===== src/design/windowed_batch_median_macros.svh =====
// ----------------------------------------------------------------------------
// windowed_batch_median assertion macros
// Concurrent check wrappers, empty when SYNTHESIS is defined.
// ----------------------------------------------------------------------------
`ifndef WINDOWED_BATCH_MEDIAN_MACROS_SVH
`define WINDOWED_BATCH_MEDIAN_MACROS_SVH

`ifndef SYNTHESIS
`define WBM_ASSERT_NOW(label, clk, rst_n, ante, cons) \
    label: assert property (@(posedge clk) disable iff (!rst_n) (ante) |-> (cons)) \
        else $error("wbm check failed");
`define WBM_ASSERT_NEXT(label, clk, rst_n, ante, cons) \
    label: assert property (@(posedge clk) disable iff (!rst_n) (ante) |=> (cons)) \
        else $error("wbm check failed");
`else
`define WBM_ASSERT_NOW(label, clk, rst_n, ante, cons)
`define WBM_ASSERT_NEXT(label, clk, rst_n, ante, cons)
`endif

`endif


===== src/design/wbm_pkg.sv =====
// ----------------------------------------------------------------------------
// wbm_pkg
// Shared widths and defaults for the windowed batch median block.
// ----------------------------------------------------------------------------
package wbm_pkg;

    localparam int DATA_W       = 16;
    localparam int BIT_W        = $clog2(DATA_W);
    localparam int CNT_W        = 7;
    localparam int CNT_MAX      = (1 << CNT_W) - 1;
    localparam int CAPACITY_DEF = 64;
    localparam logic [CNT_W-1:0] LIMIT_RST = CNT_W'(60);

endpackage


===== src/design/wbm_ram.sv =====
// ----------------------------------------------------------------------------
// wbm_ram
// Simple dual-port RAM, one write and one read port, registered read data.
// ----------------------------------------------------------------------------
module wbm_ram #(
    parameter int WIDTH = 16,
    parameter int DEPTH = 64
) (
    input  logic                     i_clk,
    input  logic                     i_wr_en,
    input  logic [$clog2(DEPTH)-1:0] i_wr_addr,
    input  logic [WIDTH-1:0]         i_wr_data,
    input  logic                     i_rd_en,
    input  logic [$clog2(DEPTH)-1:0] i_rd_addr,
    output logic [WIDTH-1:0]         o_rd_data
);

    logic [WIDTH-1:0] r_mem [DEPTH];
    logic [WIDTH-1:0] r_rd_data;

    always_ff @(posedge i_clk) begin
        if (i_wr_en) begin
            r_mem[i_wr_addr] <= i_wr_data;
        end
        if (i_rd_en) begin
            r_rd_data <= r_mem[i_rd_addr];
        end
    end

    assign o_rd_data = r_rd_data;

endmodule


===== src/design/windowed_batch_median.sv =====
// ----------------------------------------------------------------------------
// windowed_batch_median
// Collects distance samples in a RAM and, on window close, reports the
// sample at rank count/2 (bitwise radix select) together with the count.
// ----------------------------------------------------------------------------
//  channel | direction | handshake                  | payload
//  in      | sink      | i_in_valid / o_in_stall    | distance_cm, close_window
//  out     | source    | o_out_valid / i_out_stall  | median_cm, sample_total
//  cfg     | sink      | i_cfg_valid / o_cfg_ready  | sample_limit
//
//  A sample without close is taken whenever the block is idle. A close runs
//  one pass per result bit, each pass reading every held entry through the
//  single RAM read port. An empty window skips the passes and goes straight to the result.
//  Synchronous active-low reset clears the count, limit (to 60) and control;
//  RAM contents are not cleared. Input is stalled during a select; a stalled
//  result stays in the output register while new samples are still taken.
// ----------------------------------------------------------------------------
`include "windowed_batch_median_macros.svh"

module windowed_batch_median #(
    parameter int CAPACITY = wbm_pkg::CAPACITY_DEF
) (
    input  logic                       i_clk,
    input  logic                       i_rst_n,
    input  logic                       i_in_valid,
    output logic                       o_in_stall,
    input  logic [wbm_pkg::DATA_W-1:0] i_distance_cm,
    input  logic                       i_close_window,
    output logic                       o_out_valid,
    input  logic                       i_out_stall,
    output logic [wbm_pkg::DATA_W-1:0] o_median_cm,
    output logic [wbm_pkg::CNT_W-1:0]  o_sample_total,
    input  logic                       i_cfg_valid,
    output logic                       o_cfg_ready,
    input  logic [wbm_pkg::CNT_W-1:0]  i_cfg_data
);

    localparam int ADDR_W  = $clog2(CAPACITY);
    localparam int CNT_W   = wbm_pkg::CNT_W;
    localparam int DATA_W  = wbm_pkg::DATA_W;
    localparam int BIT_W   = wbm_pkg::BIT_W;
    localparam int CAP_SAT = (CAPACITY > wbm_pkg::CNT_MAX) ? wbm_pkg::CNT_MAX : CAPACITY;
    localparam logic [CNT_W-1:0] CAP_CNT = CNT_W'(CAP_SAT);

    localparam logic [1:0] ST_IDLE = 2'd0;
    localparam logic [1:0] ST_SCAN = 2'd1;
    localparam logic [1:0] ST_FIN  = 2'd2;

    logic [1:0]        r_state,    n_state;
    logic [CNT_W-1:0]  r_count,    n_count;
    logic [CNT_W-1:0]  r_limit;
    logic [CNT_W-1:0]  r_tot,      n_tot;
    logic [CNT_W-1:0]  r_k,        n_k;
    logic [DATA_W-1:0] r_prefix,   n_prefix;
    logic [BIT_W-1:0]  r_bit,      n_bit;
    logic [CNT_W-1:0]  r_rd_idx,   n_rd_idx;
    logic              r_issue,    n_issue;
    logic              r_rd_pend,  n_rd_pend;
    logic              r_rd_last,  n_rd_last;
    logic [CNT_W-1:0]  r_cnt0,     n_cnt0;
    logic              r_out_valid, n_out_valid;
    logic [DATA_W-1:0] r_out_med,  n_out_med;
    logic [CNT_W-1:0]  r_out_tot,  n_out_tot;

    logic [CNT_W-1:0]  lim_eff;
    logic              in_acc;
    logic              store;
    logic [CNT_W-1:0]  new_cnt;
    logic              rd_en;
    logic [DATA_W-1:0] rd_data;
    logic [DATA_W-1:0] hi_mask;
    logic              match;
    logic [CNT_W-1:0]  cnt_sum;
    logic              last_idx;

    assign lim_eff   = (r_limit > CAP_CNT) ? CAP_CNT : r_limit;
    assign in_acc    = i_in_valid && (r_state == ST_IDLE);
    assign store     = r_count < lim_eff;
    assign new_cnt   = r_count + CNT_W'(store);
    assign rd_en     = (r_state == ST_SCAN) && r_issue;
    assign last_idx  = r_rd_idx == (r_tot - CNT_W'(1));
    assign hi_mask   = {DATA_W{1'b1}} << ({1'b0, r_bit} + (BIT_W+1)'(1));
    assign match     = (((rd_data ^ r_prefix) & hi_mask) == '0) && !rd_data[r_bit];
    assign cnt_sum   = r_cnt0 + CNT_W'(match);

    wbm_ram #(
        .WIDTH (DATA_W),
        .DEPTH (CAPACITY)
    ) u_store (
        .i_clk     (i_clk),
        .i_wr_en   (in_acc && store),
        .i_wr_addr (ADDR_W'(r_count)),
        .i_wr_data (i_distance_cm),
        .i_rd_en   (rd_en),
        .i_rd_addr (ADDR_W'(r_rd_idx)),
        .o_rd_data (rd_data)
    );

    always_comb begin
        n_state     = r_state;
        n_count     = r_count;
        n_tot       = r_tot;
        n_k         = r_k;
        n_prefix    = r_prefix;
        n_bit       = r_bit;
        n_rd_idx    = r_rd_idx;
        n_issue     = r_issue;
        n_rd_pend   = rd_en;
        n_rd_last   = rd_en && last_idx;
        n_cnt0      = r_cnt0;
        n_out_valid = r_out_valid && i_out_stall;
        n_out_med   = r_out_med;
        n_out_tot   = r_out_tot;

        case (r_state)
            ST_IDLE: begin
                if (in_acc) begin
                    if (i_close_window) begin
                        n_count  = '0;
                        n_tot    = new_cnt;
                        n_k      = new_cnt >> 1;
                        n_prefix = '0;
                        n_bit    = BIT_W'(DATA_W - 1);
                        n_rd_idx = '0;
                        n_issue  = 1'b1;
                        n_cnt0   = '0;
                        n_state  = (new_cnt == '0) ? ST_FIN : ST_SCAN;
                    end else begin
                        n_count = new_cnt;
                    end
                end
            end
            ST_SCAN: begin
                if (rd_en) begin
                    if (last_idx) begin
                        n_issue = 1'b0;
                    end else begin
                        n_rd_idx = r_rd_idx + CNT_W'(1);
                    end
                end
                if (r_rd_pend) begin
                    if (r_rd_last) begin
                        // bit is 0 when enough entries sit below the target rank
                        if (cnt_sum > r_k) begin
                            n_prefix[r_bit] = 1'b0;
                        end else begin
                            n_prefix[r_bit] = 1'b1;
                            n_k             = r_k - cnt_sum;
                        end
                        n_cnt0 = '0;
                        if (r_bit == '0) begin
                            n_state = ST_FIN;
                        end else begin
                            n_bit    = r_bit - BIT_W'(1);
                            n_rd_idx = '0;
                            n_issue  = 1'b1;
                        end
                    end else begin
                        n_cnt0 = cnt_sum;
                    end
                end
            end
            ST_FIN: begin
                if (!r_out_valid || !i_out_stall) begin
                    n_out_valid = 1'b1;
                    n_out_med   = r_prefix;
                    n_out_tot   = r_tot;
                    n_state     = ST_IDLE;
                end
            end
            default: begin
                n_state = ST_IDLE;
            end
        endcase
    end

    always_ff @(posedge i_clk) begin
        if (!i_rst_n) begin
            r_state     <= ST_IDLE;
            r_count     <= '0;
            r_limit     <= wbm_pkg::LIMIT_RST;
            r_issue     <= 1'b0;
            r_rd_pend   <= 1'b0;
            r_rd_last   <= 1'b0;
            r_out_valid <= 1'b0;
        end else begin
            r_state     <= n_state;
            r_count     <= n_count;
            r_issue     <= n_issue;
            r_rd_pend   <= n_rd_pend;
            r_rd_last   <= n_rd_last;
            r_out_valid <= n_out_valid;
            if (i_cfg_valid) begin
                r_limit <= i_cfg_data;
            end
        end
    end

    always_ff @(posedge i_clk) begin
        r_tot     <= n_tot;
        r_k       <= n_k;
        r_prefix  <= n_prefix;
        r_bit     <= n_bit;
        r_rd_idx  <= n_rd_idx;
        r_cnt0    <= n_cnt0;
        r_out_med <= n_out_med;
        r_out_tot <= n_out_tot;
    end

    assign o_in_stall     = r_state != ST_IDLE;
    assign o_out_valid    = r_out_valid;
    assign o_median_cm    = r_out_med;
    assign o_sample_total = r_out_tot;
    assign o_cfg_ready    = 1'b1;

    `WBM_ASSERT_NOW(a_count_cap, i_clk, i_rst_n, 1'b1, r_count <= CAP_CNT)
    `WBM_ASSERT_NOW(a_rd_in_window, i_clk, i_rst_n, rd_en, r_rd_idx < r_tot)
    `WBM_ASSERT_NEXT(a_close_clears, i_clk, i_rst_n, in_acc && i_close_window, r_count == '0)
    `WBM_ASSERT_NEXT(a_fin_loads, i_clk, i_rst_n, (r_state == ST_FIN) && !r_out_valid, o_out_valid && (o_sample_total == $past(r_tot)))

endmodule


===== config.mk =====
export PLATFORM = sky130hd
export DESIGN_NAME = windowed_batch_median
export DESIGN_NICKNAME = d
export VERILOG_FILES = /design/src/design/wbm_pkg.sv /design/src/design/wbm_ram.sv /design/src/design/windowed_batch_median.sv
export VERILOG_INCLUDE_DIRS = /design/src /design/src/design
export SDC_FILE = /design/constraint.sdc
export NUM_CORES = 1
export LEC_CHECK = 0
export CORE_MARGIN = 2
export CORE_UTILIZATION = 40
export DETAILED_ROUTE_END_ITERATION = 10
export DONT_BUFFER_PORTS = 1
export PLACE_DENSITY = 0.62
export SETUP_SLACK_MARGIN = 0.3
export SLEW_MARGIN = 30
export SYNTH_ARGS = -nofsm -noshare
export SYNTH_HDL_FRONTEND = slang
export SYNTH_SLANG_ARGS = --single-unit

===== constraint.sdc =====
create_clock -name i_clk -period 5.6 [get_ports i_clk]
set_clock_uncertainty 0.05 [all_clocks]
set_input_delay 0.84 -clock i_clk [delete_from_list [all_inputs] [get_ports i_clk]]
set_output_delay 0.84 -clock i_clk [all_outputs]
set_load 0.01 [all_outputs]

; Word-level counts from Yosys, hierarchy flattened
; Memories as Yosys holds them, arrays and structs flattened. A register that Yosys moved wholly into a read port is not among the register bits.
; Cells that the tools add are included.
[classes]
n_reduce_logical = 26
eq_ne = 11
multipliers = 0
addsub = 7
bitwise = 5
magnitude_cmp = 5
div_mod_pow = 0
shift = 1
muxes = 55
[ops]
columns = op, n
row1 = two-way mux 7 bit, 16
row2 = two-way mux 16 bit, 5
row3 = case mux 7 bit (2 select lines), 3
row4 = AND 16 bit, 2
row5 = case mux 16 bit (2 select lines), 1
row6 = two-way mux 4 bit, 5
row7 = AND reduction 6 bit, 3
row8 = zero test 16 bit, 1
row9 = NOT 16 bit, 1
row10 = bitwise OR 16 bit, 1
row11 = << shifter 16 x 5 -> 16 bit (first input constant), 1
row12 = XOR 16 bit, 1
row13 = adder 7 x 1 -> 7 bit, 2
row14 = two-way mux 2 bit, 7
row15 = inequality test 2 bit (second input constant), 7
row16 = two-way mux 1 bit, 13
row17 = case mux 4 bit (2 select lines), 1
row18 = adder 7 x 1 -> 7 bit (second input constant), 1
row19 = == test 7 bit, 1
row20 = greater-than comparator 7 bit, 1
row21 = greater-than comparator 7 bit (second input constant), 1
row22 = logical AND 1 bit, 7
row23 = zero test 7 bit, 1
row24 = less-than comparator 7 bit, 1
row25 = 22 further kinds, 27
[word_totals]
latchBits = 0
reg_bits = 91
out_inout_bits = 26
word_cells = 126
mem_bits_rw = 1024
in_bits = 29
n_memories = 1
romBits = 0
[memory_table]
columns = name, depth, word_bits, rd, rd_ports_with_merged_regs, wr, line
row1 = u_store.r_mem, 64, 16, 1, 1, 1, wbm_ram.sv:18  ; logic [WIDTH-1:0] r_mem [DEPTH];

; Depth between registers and ports, before layout
[depth]
word_depth = 11
ltp_mapped = 19
ltp_nobuf = 17

; Hierarchy
; A second synthesis with hierarchy kept.
[hier_totals]
cells_unflattened = 2326
hier_area_um2 = 45444.8
[by_module_without_submodules]
columns = module, n_inst, cells_per_inst, seq_area_each_um2, area_each_um2
row1 = wbm_ram, 1, 1829, 31230.0, 40202.3
row2 = windowed_batch_median, 1, 497, 2532.4, 5242.5

; Worst setup path before layout
; Ideal clock, no wire load.
[synth_path]
path_kind = register to register
start = register r_bit[0]
end = register r_k[0] (enable)
path_stages_with_launch = 15
setup_slack_ps = 1182
synth_period_minus_slack_ps = 4418
required_time_ps = 5175
path_buffers = 3
arrival_time_ps = 3992
setup_ps = 375
cell_sequence = edfxtp_1 -> clkbuf_1 -> mux4_2 -> mux4_2 -> a211oi_1 -> ha_1 -> ha_1 -> nand3_1 -> xor2_1 -> ha_1 -> or2_2 -> clkbuf_1 -> clkbuf_1 -> o21ai_0 -> a31oi_1
[synth_between]
elab_chain_cells = 9
word_cells_on_any_way = 12
classes_between = 2 x add/sub / 1 x order compare / 1 x eq/ne / 1 x shift / 2 x mux / 1 x bitwise / 4 x reduce/logical
[synth_rtl]
columns = element, line
row1 = start: declaration, windowed_batch_median.sv:55  ; logic [BIT_W-1:0] r_bit, n_bit;
row2 = start signal: assignment, windowed_batch_median.sv:203  ; r_bit <= n_bit;
row3 = adder 4 x 1 -> 5 bit, windowed_batch_median.sv:82  ; assign hi_mask = {DATA_W{1'b1}} << ({1'b0, r_bit} + (BIT_W+1)'(1));
row4 = << shifter 16 x 5 -> 16 bit, windowed_batch_median.sv:82
row5 = AND 16 bit, windowed_batch_median.sv:83  ; assign match = (((rd_data ^ r_prefix) & hi_mask) == '0) && !rd_data[r_bit];
row6 = zero test 16 bit, windowed_batch_median.sv:83
row7 = logical AND 1 bit (*), windowed_batch_median.sv:83
row8 = adder 7 x 1 -> 7 bit (*), windowed_batch_median.sv:84  ; assign cnt_sum = r_cnt0 + CNT_W'(match);
row9 = greater-than comparator 7 bit (*), windowed_batch_median.sv:144  ; if (cnt_sum > r_k) begin
row10 = inequality test 2 bit (no source line) (*), n/a
row11 = AND reduction 6 bit (no source line) (*), n/a
row12 = end signal: assignment, windowed_batch_median.sv:201  ; r_k <= n_k;
row13 = end: declaration, windowed_batch_median.sv:53  ; logic [CNT_W-1:0] r_k, n_k;
; Mark *: on every way between the ends. The rest lies on a longest branch, timed or not. The select of a mux whose other input is x is not followed.
; A chain may end at the register's enable or synchronous reset.

; Worst setup path after layout
[layout_path]
start = register r_bit[1]
end = register r_k[5] (enable)
[layout_between]
elab_chain_cells = 9
word_cells_on_any_way = 12
classes_between = 2 x add/sub / 1 x order compare / 1 x eq/ne / 1 x shift / 2 x mux / 1 x bitwise / 4 x reduce/logical
[layout_rtl]
columns = element, line
row1 = adder 4 x 1 -> 5 bit, windowed_batch_median.sv:82
row2 = << shifter 16 x 5 -> 16 bit, windowed_batch_median.sv:82
row3 = AND 16 bit, windowed_batch_median.sv:83
row4 = zero test 16 bit, windowed_batch_median.sv:83
row5 = logical AND 1 bit (*), windowed_batch_median.sv:83
row6 = adder 7 x 1 -> 7 bit (*), windowed_batch_median.sv:84
row7 = named net cnt_sum[1], windowed_batch_median.sv:73  ; logic [CNT_W-1:0] cnt_sum;
row8 = greater-than comparator 7 bit (*), windowed_batch_median.sv:144
row9 = inequality test 2 bit (no source line) (*), n/a
row10 = AND reduction 6 bit (no source line) (*), n/a
; Mark *: on every way through the listed nets, which the timed path passes. The rest lies on a longest branch. The select of a mux whose other input is x is not followed.

==> qor.yml <==
status: "completed"
gp_congestion: 0.842
synth-async-reset-ratio: 0
rsz0062_at_grt: "no"
critPathMaxStageDelay_ns: 0.59
first_global_vias: 22100
synth_cell_types: 63
num_vias: 21500
root_buffer: "clkbuf_16"
place_hpwl_um: 59400
yosysTopAreaCellShare: 0.742
path_cells: "ha_1, xor2_2, a21oi_1, nor4_1, o21ai_0, a211oi_1, ha_1, ha_1, inv_1, ha_1, nor2b_1, o21ai_0, a21boi_0, o31a_1, o21ai_0, a31oi_4"
dieArea_mm2: 0.115
crit_required_ns: 5.94
synth_area_mm2: 0.0450
clk_pin_slew_ns: 0.06
maxSlewHeadroom: 0.402
fin_area_mm2: 0.0510
drive_gt1_frac: 0.273
hold_path.class: "input port to flop"
io_pins: 55
syn_inst: 2098
drtAntennaViolNets: 0
synth_area_per_cell_um2: 21.4
synth_edf_count: 1111
row_count: 123
drt_iter0_markers: 2309
yosys-top-cells-area: "edfxtp_1 74%, mux4_2 16%, dfxtp_1 0.89%"
worst_pin_slew_ns: 0.887
max-cap-violations: 0
wl_um: 102000
cts_buffer_depth: 3
powerDensity_mw_per_mm2: 347
clock_latency_ns: 0.68
multi_input_area_mm2: 0.0109
final_util: 0.455
fmax_mhz: 202
htreeDepth: 3
vdd_drop_max_mv: 0.279
cts_sinks: 1131
via_per_inst: 5.69
dpl.cell_count: 3581
first_pass_iters: 5
cp.depth: 16
path_class: "flop to flop"
grt_max_degree: 107
fin_crit_ns: 4.96
placed_cell_area_mm2: 0.0475
seq_area_frac_synth: 0.751
crit_fanout: 11
crit_buf_inv: 1
stdcell_count: 3785
avgRoutedWirePerCell_um: 27.0
synth-main-ff-cell: "edfxtp_1"
leakage_nw: 15.7
ys_ff_latch: 1131
antenna_found_initial: 1
numCtsBuffers: 109
cpLargestDelayFamily: "compound AO/OA/AOI/OAI gates"
die_w_um: 339
end_kind: "flop"
grt_pass1_wl_um: 150000
design.core.area_mm2: 0.112
ys.warnings.count: 0
grt_overflow: 0
arrival_ns: 5.30
nNetsFinal: 2247
cp_slowest_cell: "edfxtp_1"
final.period_utilization: 0.886
finalHoldViolations: 0
cts_tree: "yes"
dp_slack_ns: 0.303
synth_commonest_cells: "1,111 x edfxtp_1, 321 x mux4_2, 64 x clkbuf_1"
fin_ws_ns: 0.638
ff_latch_area_mm2: 0.0338
crit_top_cell: "ha_1"
area_growth_pct: 13.3
yosysTopAreaCell: "edfxtp_1"
drv_slew: 0
grt_usage: 0.176
startpoint_type: "flop"
initial_core_util: 0.401
dieHeight_um: 339
holdPathStages: 1
drc: 0
post_cts_buffers: 0
numPortBuffers: 0
fin_setup_tns_ns: 0
reg2reg_depth: 16
yosys.cell_count.top_type: "edfxtp_1"
fill_cells: 9340
setup-violations-final: 0
synth_nets: 2152
power by group:
group / internal [mW] / switching, mW / total [mW]
registers: 9.37 / 0.0632 / 9.43
clock network: 3.99 / 3.04 / 7.04
logic: 0.551 / 0.642 / 1.19
logic make-up after synthesis:
logic type / after synthesis / share of synthesized area
muxes: 338 / 0.165
AOI/OAI and AO/OA: 173 / 0.0270
and+or+nand+nor: 261 / 0.0295
xor gates and xnor gates: 41 / 0.00829
buffers and inverters: 128 / 0.0126
DFF: 1131 / 0.751
other: 1 / 0.0000834
adders and majority gates: 25 / 0.00712
final cells by class:
type / count / area share
Sequential cell: 1131 / 0.663
Antenna cell: 1 / 0.0000491
Timing Repair Buffer: 95 / 0.0181
Tap cell: 1500 / 0.0368
Inverter: 17 / 0.00125
Multi-Input combinational cell: 839 / 0.214
Clock buffer: 142 / 0.0580
Clock inverter: 60 / 0.00931
worst register-to-register path: cells and delay by family, from the launching register on:
family | cells | cell delay, ns
AO/OA/AOI/OAI | 8 | 1.92
adder cells (fa/ha/maj) | 4 | 1.23
flip-flops | 1 | 0.59
AND/OR/NAND/NOR | 2 | 0.48
XOR/XNOR | 1 | 0.30
buffers and inverters | 1 | 0.10
per-layer routing:
| metal | GRT usage | wire [um] | vias to the layer above |
|---|---|---|---|
| li1 | - | - | 9017 |
| met1 | 0.240 | 41800 | 11500 |
| met2 | 0.291 | 50600 | 862 |
| met3 | 0.0307 | 7320 | 160 |
| met4 | 0.0548 | 2520 | 2 |
| met5 | 0 | 13 | - |
registers in the layout, summed over array words and instances, names as in the netlist:
register           count
u_store.r_mem       1024
r_state                2
r_issue                1
r_bit                  4
r_rd_idx               7
o_sample_total         7
o_median_cm           16
r_rd_last              1
r_cnt0                 7
r_tot                  7
u_store.o_rd_data     16
r_prefix              16
o_out_valid            1
r_limit                7
r_rd_pend              1
r_count                7
r_k                    7
through the flow:
stage               hold WS, ns  power, mW
floorplan                 0.392       10.4
detailed placement        0.465       10.8
CTS                       0.127       17.8
global route              0.147       18.2
global placement          0.455       10.8
finish                    0.173       17.7
cell usage in the layout (no fill, tap or decap), types with 6 or more instances in the layout:
master / count
edfxtp_1: 1111
mux4_2: 321
clkbuf_16: 114
buf_4: 72
nor2_1: 60
nand2_1: 53
o21ai_0: 38
nor3_2: 34
a22oi_1: 32
clkbuf_1: 28
xnor2_1: 27
ha_1: 24
clkinv_1: 24
a21oi_1: 21
nand3_1: 21
nor2b_1: 21
a21boi_0: 20
clkinv_2: 20
dfxtp_1: 20
inv_1: 16
and2_1: 16
a311oi_1: 16
mux2i_1: 13
xor2_1: 12
buf_12: 11
and3_1: 9
or3_1: 7
buf_8: 7
nand2b_1: 6
nor3_1: 6
nor3_4: 6
bufinv_16: 6
final timing paths:
path	startpoint	to	slack, ns
min reg2reg	r_tot[4]	o_sample_total[4]	0.48
max reg2reg	r_bit[1]	r_k[5]	0.64
min	i_rst_n	r_limit[2]	0.17
max	r_bit[1]	r_k[5]	0.64
repair_timing:
item                                    in CTS  in global routing
resized for setup                            1                  2
endpoints found under the setup margin       7                 23
hold buffers                                 0                  0
Power figures use the tool's default switching activity.
